<file path="src/sv/cqr_pkg.sv">
package cqr_pkg;

	localparam int unsigned DEPTH_DEF = 8;
	localparam int unsigned DATA_W    = 32;

	// operation codes of an input word
	typedef enum logic [1:0] {
		OP_ENQ  = 2'd0,
		OP_DEQ  = 2'd1,
		OP_DISP = 2'd2,
		OP_NONE = 2'd3
	} op_t;

	// result status codes
	typedef enum logic [1:0] {
		ST_OK       = 2'd0,
		ST_OVERFLOW = 2'd1,
		ST_EMPTY    = 2'd2,
		ST_RSVD     = 2'd3
	} status_t;

	// controller states
	typedef enum logic {
		S_IDLE = 1'b0,
		S_DISP = 1'b1
	} state_t;

	// result request handed from the controller to the output stage
	typedef struct packed {
		logic    valid;
		logic    use_mem;
		status_t status;
		logic    last;
	} issue_t;

endpackage

</file>
<file path="src/sv/cqr_mem.sv">
module cqr_mem #(
	parameter int unsigned DEPTH = cqr_pkg::DEPTH_DEF
) (
	input  logic                               clk,
	input  logic                               wr_en,
	input  logic [$clog2(DEPTH)-1:0]           wr_addr,
	input  logic signed [cqr_pkg::DATA_W-1:0]  wr_data,
	input  logic                               rd_en,
	input  logic [$clog2(DEPTH)-1:0]           rd_addr,
	output logic signed [cqr_pkg::DATA_W-1:0]  rd_data
);

	logic signed [cqr_pkg::DATA_W-1:0] mem_q [DEPTH];
	logic signed [cqr_pkg::DATA_W-1:0] rd_data_q;

	// write port
	always_ff @(posedge clk) begin
		if (wr_en) begin
			mem_q[wr_addr] <= wr_data;
		end
	end

	// registered read port; data holds until the next read
	always_ff @(posedge clk) begin
		if (rd_en) begin
			rd_data_q <= mem_q[rd_addr];
		end
	end

	assign rd_data = rd_data_q;

endmodule

</file>
<file path="src/sv/cqr_ctrl.sv">
module cqr_ctrl #(
	parameter int unsigned DEPTH = cqr_pkg::DEPTH_DEF
) (
	input  logic                               clk,
	input  logic                               arst_n,
	input  logic                               in_valid,
	output logic                               in_ready,
	input  logic [1:0]                         operation,
	input  logic signed [cqr_pkg::DATA_W-1:0]  push_value,
	input  logic                               advance,
	output cqr_pkg::issue_t                    issue,
	output logic                               rd_en,
	output logic [$clog2(DEPTH)-1:0]           rd_addr,
	output logic                               wr_en,
	output logic [$clog2(DEPTH)-1:0]           wr_addr,
	output logic signed [cqr_pkg::DATA_W-1:0]  wr_data
);

	localparam int unsigned AW = $clog2(DEPTH);
	localparam int unsigned CW = $clog2(DEPTH + 1);

	cqr_pkg::state_t state_q, state_nxt;
	logic [AW-1:0]   head_q, tail_q, ptr_q;
	logic [CW-1:0]   occ_q, remain_q;
	logic            accept, full, empty, disp_last;
	cqr_pkg::op_t    op;

	function automatic logic [AW-1:0] next_slot(input logic [AW-1:0] idx);
		next_slot = (idx == AW'(DEPTH - 1)) ? '0 : idx + AW'(1);
	endfunction

	assign op        = cqr_pkg::op_t'(operation);
	assign full      = (occ_q == CW'(DEPTH));
	assign empty     = (occ_q == '0);
	assign accept    = in_valid && in_ready;
	assign disp_last = (remain_q == CW'(1));
	assign wr_data   = push_value;

	// next state
	always_comb begin
		state_nxt = state_q;
		unique case (state_q)
			cqr_pkg::S_IDLE: begin
				if (accept && op == cqr_pkg::OP_DISP && !empty) begin
					state_nxt = cqr_pkg::S_DISP;
				end
			end
			cqr_pkg::S_DISP: begin
				if (advance && disp_last) begin
					state_nxt = cqr_pkg::S_IDLE;
				end
			end
			default: state_nxt = cqr_pkg::S_IDLE;
		endcase
	end

	// outputs: handshake, memory access and result request
	always_comb begin
		in_ready       = 1'b0;
		issue.valid    = 1'b0;
		issue.use_mem  = 1'b0;
		issue.status   = cqr_pkg::ST_OK;
		issue.last     = 1'b1;
		rd_en          = 1'b0;
		rd_addr        = head_q;
		wr_en          = 1'b0;
		wr_addr        = tail_q;
		unique case (state_q)
			cqr_pkg::S_IDLE: begin
				in_ready = advance;
				if (in_valid && advance) begin
					unique case (op)
						cqr_pkg::OP_ENQ: begin
							issue.valid  = 1'b1;
							issue.status = full ? cqr_pkg::ST_OVERFLOW : cqr_pkg::ST_OK;
							wr_en        = !full;
						end
						cqr_pkg::OP_DEQ: begin
							issue.valid   = 1'b1;
							issue.status  = empty ? cqr_pkg::ST_EMPTY : cqr_pkg::ST_OK;
							issue.use_mem = !empty;
							rd_en         = !empty;
						end
						cqr_pkg::OP_DISP: begin
							// non-empty display is walked in S_DISP
							if (empty) begin
								issue.valid  = 1'b1;
								issue.status = cqr_pkg::ST_EMPTY;
							end
						end
						cqr_pkg::OP_NONE: begin
							// no result
						end
						default: ;
					endcase
				end
			end
			cqr_pkg::S_DISP: begin
				if (advance) begin
					issue.valid   = 1'b1;
					issue.use_mem = 1'b1;
					issue.last    = disp_last;
					rd_en         = 1'b1;
					rd_addr       = ptr_q;
				end
			end
			default: ;
		endcase
	end

	// queue pointers, occupancy and display walk
	always_ff @(posedge clk or negedge arst_n) begin
		if (!arst_n) begin
			state_q  <= cqr_pkg::S_IDLE;
			head_q   <= '0;
			tail_q   <= '0;
			occ_q    <= '0;
			ptr_q    <= '0;
			remain_q <= '0;
		end else begin
			state_q <= state_nxt;
			if (wr_en) begin
				tail_q <= next_slot(tail_q);
				occ_q  <= occ_q + CW'(1);
			end
			if (rd_en && state_q == cqr_pkg::S_IDLE) begin
				head_q <= next_slot(head_q);
				occ_q  <= occ_q - CW'(1);
			end
			if (accept && op == cqr_pkg::OP_DISP) begin
				ptr_q    <= head_q;
				remain_q <= occ_q;
			end else if (state_q == cqr_pkg::S_DISP && advance) begin
				ptr_q    <= next_slot(ptr_q);
				remain_q <= remain_q - CW'(1);
			end
		end
	end

endmodule

</file>
<file path="src/sv/cqr_out.sv">
module cqr_out (
	input  logic                               clk,
	input  logic                               arst_n,
	input  cqr_pkg::issue_t                    issue,
	input  logic signed [cqr_pkg::DATA_W-1:0]  rd_data,
	output logic                               advance,
	output logic                               out_valid,
	input  logic                               out_ready,
	output logic [1:0]                         status,
	output logic signed [cqr_pkg::DATA_W-1:0]  data_value,
	output logic                               last
);

	logic              valid_s1, use_mem_s1, last_s1;
	cqr_pkg::status_t  status_s1, status_q;
	logic              out_valid_q, last_q;
	logic signed [cqr_pkg::DATA_W-1:0] data_q;
	logic              move_s1;

	// s1 waits on the memory read; it moves when the output word is free
	assign move_s1 = valid_s1 && (!out_valid_q || out_ready);
	assign advance = !valid_s1 || move_s1;

	always_ff @(posedge clk or negedge arst_n) begin
		if (!arst_n) begin
			valid_s1    <= 1'b0;
			out_valid_q <= 1'b0;
		end else begin
			if (advance) begin
				valid_s1 <= issue.valid;
			end
			if (move_s1) begin
				out_valid_q <= 1'b1;
			end else if (out_ready) begin
				out_valid_q <= 1'b0;
			end
		end
	end

	// payload
	always_ff @(posedge clk) begin
		if (advance) begin
			use_mem_s1 <= issue.use_mem;
			status_s1  <= issue.status;
			last_s1    <= issue.last;
		end
		if (move_s1) begin
			status_q <= status_s1;
			last_q   <= last_s1;
			data_q   <= use_mem_s1 ? rd_data : '0;
		end
	end

	assign out_valid  = out_valid_q;
	assign status     = status_q;
	assign data_value = data_q;
	assign last       = last_q;

endmodule

</file>
<file path="src/sv/circular_queue_with_readout.sv">
// A result word passes the memory read and stage s1, then the output register;
// a display's first word also waits for the controller to enter S_DISP.
// Throughput: enqueue and dequeue take one word per cycle while the output side
// does not stall; a display holds off the input until its last entry is issued
// and emits one word per cycle while not stalled. Reset clears head, tail,
// occupancy and the pipeline valids; entry storage is not cleared.
module circular_queue_with_readout #(
	parameter int unsigned DEPTH = cqr_pkg::DEPTH_DEF
) (
	input  logic                               clk,
	input  logic                               arst_n,
	input  logic                               in_valid,
	output logic                               in_ready,
	input  logic [1:0]                         operation,
	input  logic signed [cqr_pkg::DATA_W-1:0]  push_value,
	output logic                               out_valid,
	input  logic                               out_ready,
	output logic [1:0]                         status,
	output logic signed [cqr_pkg::DATA_W-1:0]  data_value,
	output logic                               last
);

	localparam int unsigned AW = $clog2(DEPTH);

	cqr_pkg::issue_t                   issue;
	logic                              advance, rd_en, wr_en;
	logic [AW-1:0]                     rd_addr, wr_addr;
	logic signed [cqr_pkg::DATA_W-1:0] wr_data, rd_data;

	// pointers, occupancy and display sequencing
	cqr_ctrl #(
		.DEPTH(DEPTH)
	) u_ctrl (
		.clk        (clk),
		.arst_n     (arst_n),
		.in_valid   (in_valid),
		.in_ready   (in_ready),
		.operation  (operation),
		.push_value (push_value),
		.advance    (advance),
		.issue      (issue),
		.rd_en      (rd_en),
		.rd_addr    (rd_addr),
		.wr_en      (wr_en),
		.wr_addr    (wr_addr),
		.wr_data    (wr_data)
	);

	// entry storage; one op per cycle so a read never meets a same-cycle write
	cqr_mem #(
		.DEPTH(DEPTH)
	) u_mem (
		.clk     (clk),
		.wr_en   (wr_en),
		.wr_addr (wr_addr),
		.wr_data (wr_data),
		.rd_en   (rd_en),
		.rd_addr (rd_addr),
		.rd_data (rd_data)
	);

	// read stage and output register
	cqr_out u_out (
		.clk        (clk),
		.arst_n     (arst_n),
		.issue      (issue),
		.rd_data    (rd_data),
		.advance    (advance),
		.out_valid  (out_valid),
		.out_ready  (out_ready),
		.status     (status),
		.data_value (data_value),
		.last       (last)
	);

endmodule

</file>
<file path="config.mk">
export PLATFORM = sky130hd
export DESIGN_NAME = circular_queue_with_readout
export DESIGN_NICKNAME = d
export VERILOG_FILES = /design/src/sv/cqr_pkg.sv /design/src/sv/cqr_mem.sv /design/src/sv/cqr_ctrl.sv /design/src/sv/cqr_out.sv /design/src/sv/circular_queue_with_readout.sv
export SDC_FILE = /design/constraint.sdc
export NUM_CORES = 1
export LEC_CHECK = 0
export BUFFER_PORTS_ARGS = -buffer_cell sky130_fd_sc_hd__buf_2
export CAP_MARGIN = 40
export CORE_MARGIN = 8
export CORE_UTILIZATION = 35
export CTS_CLUSTER_DIAMETER = 100
export DETAILED_ROUTE_END_ITERATION = 6
export PLACE_DENSITY = 0.57
export SKIP_CTS_REPAIR_TIMING = 1
export SYNTH_ARGS = -nofsm -noshare
export SYNTH_HDL_FRONTEND = slang
export SYNTH_SLANG_ARGS = --single-unit
</file>
<file path="constraint.sdc">
create_clock -name clk -period 6.2 [get_ports clk]
set_clock_uncertainty 0.05 [all_clocks]
set_input_delay 0.62 -clock clk [delete_from_list [all_inputs] [get_ports clk]]
set_output_delay 0.62 -clock clk [all_outputs]
set_load 0.005 [all_outputs]
</file>
Word-level counts from Yosys, hierarchy flattened
Memories as Yosys holds them, arrays and structs flattened. A register that Yosys moved wholly into a read port is not among the register bits. Cells that the tools add are included.

Bits in registers: 59. Bits in writable memories: 256. Input port bits: 38. Output and inout bits: 37. Word-level logic and storage cells: 85. Memories kept: 1.

Memories: u_mem.mem_q (depth 8, bits a word 32, rd ports 1, clocked after Yosys merged registers in 1, wr ports 1, line cqr_mem.sv:13) `logic signed [cqr_pkg::DATA_W-1:0] mem_q [DEPTH];`.

$add $sub $neg: 6. Eq/ne operators: 7. Muxes and demuxes: 33. Bitwise operators: 2. Reduce and logical (&&, ||, !) cells: 22.

Operators with widths (number): 3-bit 2-to-1 mux (7); 4-bit 2-to-1 mux (5); 1-bit 2-to-1 mux (15); 3-bit by 1-bit adder with 3-bit output (second input constant) (3); 3-bit == test (second input constant) (3); 1-bit logical AND (8); 2-bit one-hot mux with 2 select lines (2); 4-bit by 1-bit subtractor with 4-bit output (second input constant) (2); 1-bit one-hot mux with 2 select lines (3); 2-bit nonzero test (3); 2-bit OR reduction (3); 4-bit by 1-bit adder with 4-bit output (second input constant) (1); 4-bit by 1-bit == test with 1-bit output (second input constant) (1); 4-bit == test (second input constant) (1); 1-bit zero test (4); 4-bit zero test (1); 2-bit by 1-bit == test with 1-bit output (second input constant) (1); 2-bit == test (second input constant) (1); 2-bit zero test (1); 1-bit logical OR (2); 2-bit 2-to-1 mux (1); 1-bit NOT (2).

Logic depth before layout (Yosys ltp)
Depth after elaboration: 10. Depth in mapped cells: 12. Gate-level depth less buffers: 11.

Modules after synthesis
Synthesis repeated with hierarchy kept, for this count alone.

Cells, all modules: 660. Area total of the unflattened synthesis: 13809.5 µm².

Modules (own cells, without submodules): cqr_mem (times used 1, cells an instance 415, area each 10786.6 µm², sequential area each 8648.3 µm²); cqr_out (times used 1, cells an instance 82, area each 1512.7 µm², sequential area each 1221.2 µm²); cqr_ctrl (times used 1, cells an instance 163, area each 1510.2 µm², sequential area each 450.4 µm²).

Worst setup path after synthesis
OpenSTA, ideal clock, no wires.

Path kind: input -> register. Start: in out_ready. End: mem u_mem.mem_q[0][0] (netlist bit) (enable). Library setup time: 461 ps. Arrival: 3940 ps. Data required time: 5689 ps. Setup slack: 1749 ps. Cell stages on the path: 7. Buffers on the path: 2. Cell sequence: and3b_1 -> buf_6 -> inv_2 -> buf_4 -> nand4_1 -> or2_2 -> nor3_1.

Longest elaborated chain between the ends: 8.

Ends and longest elaborated chain: start: declaration (line circular_queue_with_readout.sv:17) `input logic out_ready,`; 1-bit logical OR (line cqr_out.sv:21) `assign move_s1 = valid_s1 && (!out_valid_q || out_ready);`; 1-bit logical AND (line cqr_out.sv:21); 1-bit logical OR (line cqr_out.sv:22) `assign advance = !valid_s1 || move_s1;`; 1-bit logical AND (line cqr_ctrl.sv:71) `if (in_valid && advance) begin`; 1-bit 2-to-1 mux (line cqr_ctrl.sv:71); 1-bit 2-to-1 mux (line cqr_ctrl.sv:68) `unique case (state_q)`; 1-bit 2-to-1 mux (line cqr_mem.sv:18) `if (wr_en) begin`; 1-bit 2-to-1 mux (not written as such) (line cqr_mem.sv:19) `mem_q[wr_addr] <= wr_data;`; end: declaration (line cqr_mem.sv:13).

Every way passes these cells.

Worst setup path after layout
Start: reg u_out.valid_s1. End: reg u_mem.rd_data_q (netlist bit u_mem.rd_data[24]) (read register of u_mem.mem_q) (data pin).

Longest elaborated chain between the ends: 5. Elaborated cells on any way between the ends: 9.

Ends and longest elaborated chain: start: declaration (line cqr_out.sv:14) `logic valid_s1, use_mem_s1, last_s1;`; start signal: assignment (line cqr_out.sv:30) `valid_s1 <= issue.valid;`; 1-bit zero test or 1-bit logical AND (tied branches) (line cqr_out.sv:22, cqr_out.sv:21); 1-bit logical OR * (line cqr_out.sv:22); 1-bit logical AND (line cqr_ctrl.sv:71); 1-bit 2-to-1 mux (line cqr_ctrl.sv:71); 1-bit one-hot mux with 2 select lines (line cqr_ctrl.sv:68); end: declaration (line cqr_mem.sv:14) `logic signed [cqr_pkg::DATA_W-1:0] rd_data_q;`.

Mark *: on every way between the ends. The rest lies on a longest branch, timed or not. A chain may end at the register's enable or synchronous reset.

==> metrics.md <==
| Metric | Value |
|---|---|
| WS Path Type | register to register |
| Worst skew pair latency | just over 0.5 ns |
| Post-synthesis compound-gate area fraction | about 7.4% |
| Worst Path Buf+Inv | 2 |
| Unrepaired setup endpoints after global routing | false |
| CTS max path bufs | 3 |
| Worst Path Arrival | 3.10 ns |
| Fin area | roughly 16000 um^2 |
| Share of cells above drive strength 1 | between 20% and 30% |
| Clk slew on worst S/H paths | 0.06 ns |
| Post-Synth XOR/XNOR Area | 0.320% |
| PortBufs | 74 |
| Max Cap Viol | 0 |
| Synthesized net count | just over 800 |
| Largest delay share family, worst path | buffers and inverters |
| Crit end category | register |
| Ys flop type | edfxtp_1 |
| Layout Nets | around 900 |
| Most frequent cell after synthesis | edfxtp_1 |
| Peak supply drop | about 0.42 mV |
| Number of library cell types mapped by synthesis | 48 |
| Placement Cell Area | ~15000 um^2 |
| Area contributors post-synth | edfxtp_1, mux2i_1, dfrtp_1 |
| Sink Count | around 350 |
| Final wirelength | 27400 um |
| Psw | 2.17 mW |
| Reg area | between 10000 and 15000 um^2 |
| Power Density | 457 nW/um^2 |
| Synthesized area | about 14000 um^2 |
| Reg2reg setup slack | about 3.3 ns |
| Initial Util | between 30% and 40% |
| Clk pwr share | between 30% and 40% |
| Internal power | about 5.2 mW |
| Clk root buf | clkbuf_16 |
| # H-tree levels | 2 |
| Static Leak | about 5.6 nW |
| Initial DRC count | roughly 380 |
| Worst Path Max Fanout | 32 |
| Commonest cells post-synth | edfxtp_1, mux2i_1, nand2_1 |
| Core area | between 30000 and 40000 um^2 |
| Routed len/inst | 19.3 um |
| Crit path time final | roughly 2.9 ns |
| Slowest cell delay on critical path | ~0.49 ns |
| Final TNS setup | 0 ns |
| HPWL Detailed | between 15000 and 20000 um |
| GRT Overall Usage | 12.1% |
| Via density | 4.83 |
| Rel. slew slack | ~40% |
| Hold Path Class | input port to asynchronous set/reset pin |
| Slowest-stage cell, CP | buf_4 |
| Area occupied by multi-input gates | approximately 3200 um^2 |
| DRC Markers | 0 |
| Initial antenna violation count | 1 |
| Pin count of the biggest net entering global routing | 129 |
| Die H | 214 um |
| Yosys warns | 0 |
| Die ar. | approximately 46000 um^2 |
| Main combinational cell family by area after synthesis | compound AO/OA/AOI/OAI gates |
| Vias in the first global route | roughly 7200 |
| Post-Synth Simple-Gate Area | ~6% |
| Combinational share of power | about 27% |
| Status | finished, final reports clean |
| Startpoint types | register |
| Area share of the largest cell type after synthesis | between 70% and 80% |
| Critical-path cell list | and3b_1 > inv_2 > nand2_1 > a2111oi_4 > buf_4 > a32o_1 > a221oi_2 |
| Max Slew Vio Count | 0 |
| Switching Fraction | between 20 and 30% |
| First-pass GRT wire length | about 42000 um |
| Gpl congestion | roughly 0.73 |
| TritonCTS clock tree | built |
| Final antenna-violating net count | 0 |
| Num CTS Buffers | 39 |
| Endpoints failing setup | 0 |
| Layout area overhead | 17.9% |
| Total power | 7.37 mW |
| #FFs+latches synth | about 350 |
| Seq/Total Area, Yosys | about 75% |
| Fmax | 341 MHz |
| Least-Margin Pin Slew | between 0.9 and 1 ns |
| Final period util | a little under half |
| Adder-cell share of the synthesized area | between 1.5 and 2% |
| Post-synthesis mux area share | under 10% |
| Final hold vios | 0 |
| Ys async rst share | under 10% |
| Gr ovfl total | 0 |
| Num rows | between 70 and 80 |
| Fillers | 3430 |
| Final Util | between 40% and 50% |
| Via count | roughly 6900 |
| Post-Synthesis Cells | roughly 780 |
| Post-synth EDFFs | roughly 330 |
| DRT Pass-1 Iters | 5 |
| CP required | between 6 and 7 ns |
| Flop pwr share | between 40% and 50% |
| IO Pins | 75 |
| Die width | roughly 210 um |
| Yosys top cell by area | edfxtp_1 |
| Mapped Avg Cell Area | approximately 18 um^2 |
sequential cells by signal (all words and copies together) (netlist names):
signal and cells:
u_out.last 1, u_out.status_s1 2, u_out.valid_s1 1, u_mem.mem_q 256
u_ctrl.wr_addr 3, u_ctrl.state_q 1, u_mem.rd_data 32, u_ctrl.ptr_q 3
u_out.status 2, u_out.use_mem_s1 1, u_ctrl.occ_q 4, u_out.last_s1 1
u_ctrl.remain_q 4, u_out.out_valid 1, u_out.data_value 32, u_ctrl.head_q 3
worst paths after layout:
| kind | startpoint | end | cells past startpoint |
|---|---|---|---|
| min in group clk | push_value[31] | u_mem.mem_q[0][31]$_DFFE_PP_ | 1 |
| min | arst_n | u_ctrl.remain_q[0]$_DFFE_PN0P_ | 1 |
| max reg2reg | u_out.valid_s1$_DFFE_PN0N_ | u_mem.rd_data[24]$_DFFE_PN_ | 7 |
| max | u_out.valid_s1$_DFFE_PN0N_ | u_mem.rd_data[24]$_DFFE_PN_ | 7 |
| min reg2reg | u_out.status_s1[1]$_SDFFCE_PP0N_ | u_out.status[1]$_DFFE_PP_ | 0 |
| max in group asynchronous | arst_n | u_ctrl.head_q[0]$_DFFE_PN0P_ | 1 |
layout make-up:
type	instances	area share, %
clock inverter	23	1.32
timing repair buffer	92	4.28
antenna	1	0.0155
multi-input combinational	383	19.6
sequential	347	64.0
clock buffer	48	6.52
inverter	10	0.233
tap	518	4.02
logic make-up after synthesis:
family	after synthesis
flops	347
buf+inv	47
fa+ha+maj	16
mux	98
simple gates	173
xor+xnor	5
compound gates	91
per-layer routing:
layer  wire length (um)  track usage [%]
met2              13400             20.4
met3               1080             2.10
met1              12400             16.0
met4                509             3.05
met5                  0                0
power groups by stage:
stage / Sequential (mW) / Combinational (mW) / Clock [mW]
after floorplan: 3.13 / 1.48 / 0
after global placement: 3.19 / 1.94 / 0
after detailed placement: 3.18 / 2.02 / 0
after CTS: 3.13 / 2.03 / 2.31
after global routing: 3.16 / 2.17 / 2.40
final: 3.12 / 1.99 / 2.25
worst register-to-register path: cells and delay by family, from the launching register on:
kind | cells | cell delay, ns
AO/OA/AOI/OAI | 3 | 0.78
buffers and inverters | 2 | 0.76
flip-flops | 1 | 0.40
AND/OR/NAND/NOR | 2 | 0.65
metrics by stage:
stage / hold slack (ns) / setup WS [ns] / cells
6_report: 0.0192 / 3.26 / 1422
5_1_grt: 0.0403 / 3.05 / 1421
4_1_cts: 0.0291 / 3.26 / 1421
3_5_place_dp: 0.364 / 2.98 / 1350
3_3_place_gp: 0.357 / 2.80 / 1341
2_1_floorplan: 0.274 / 1.75 / 777
cell usage in the layout, fill, tap and decap left out, types with 15 or more instances in the layout:
cell type,instances
and2_1,34
clkbuf_16,41
edfxtp_1,327
buf_2,74
a221oi_2,32
mux2i_1,96
nand2_1,82
dfrtp_1,20
ha_1,15
a32o_1,32
No activity file was read; power rests on OpenSTA's default activity.
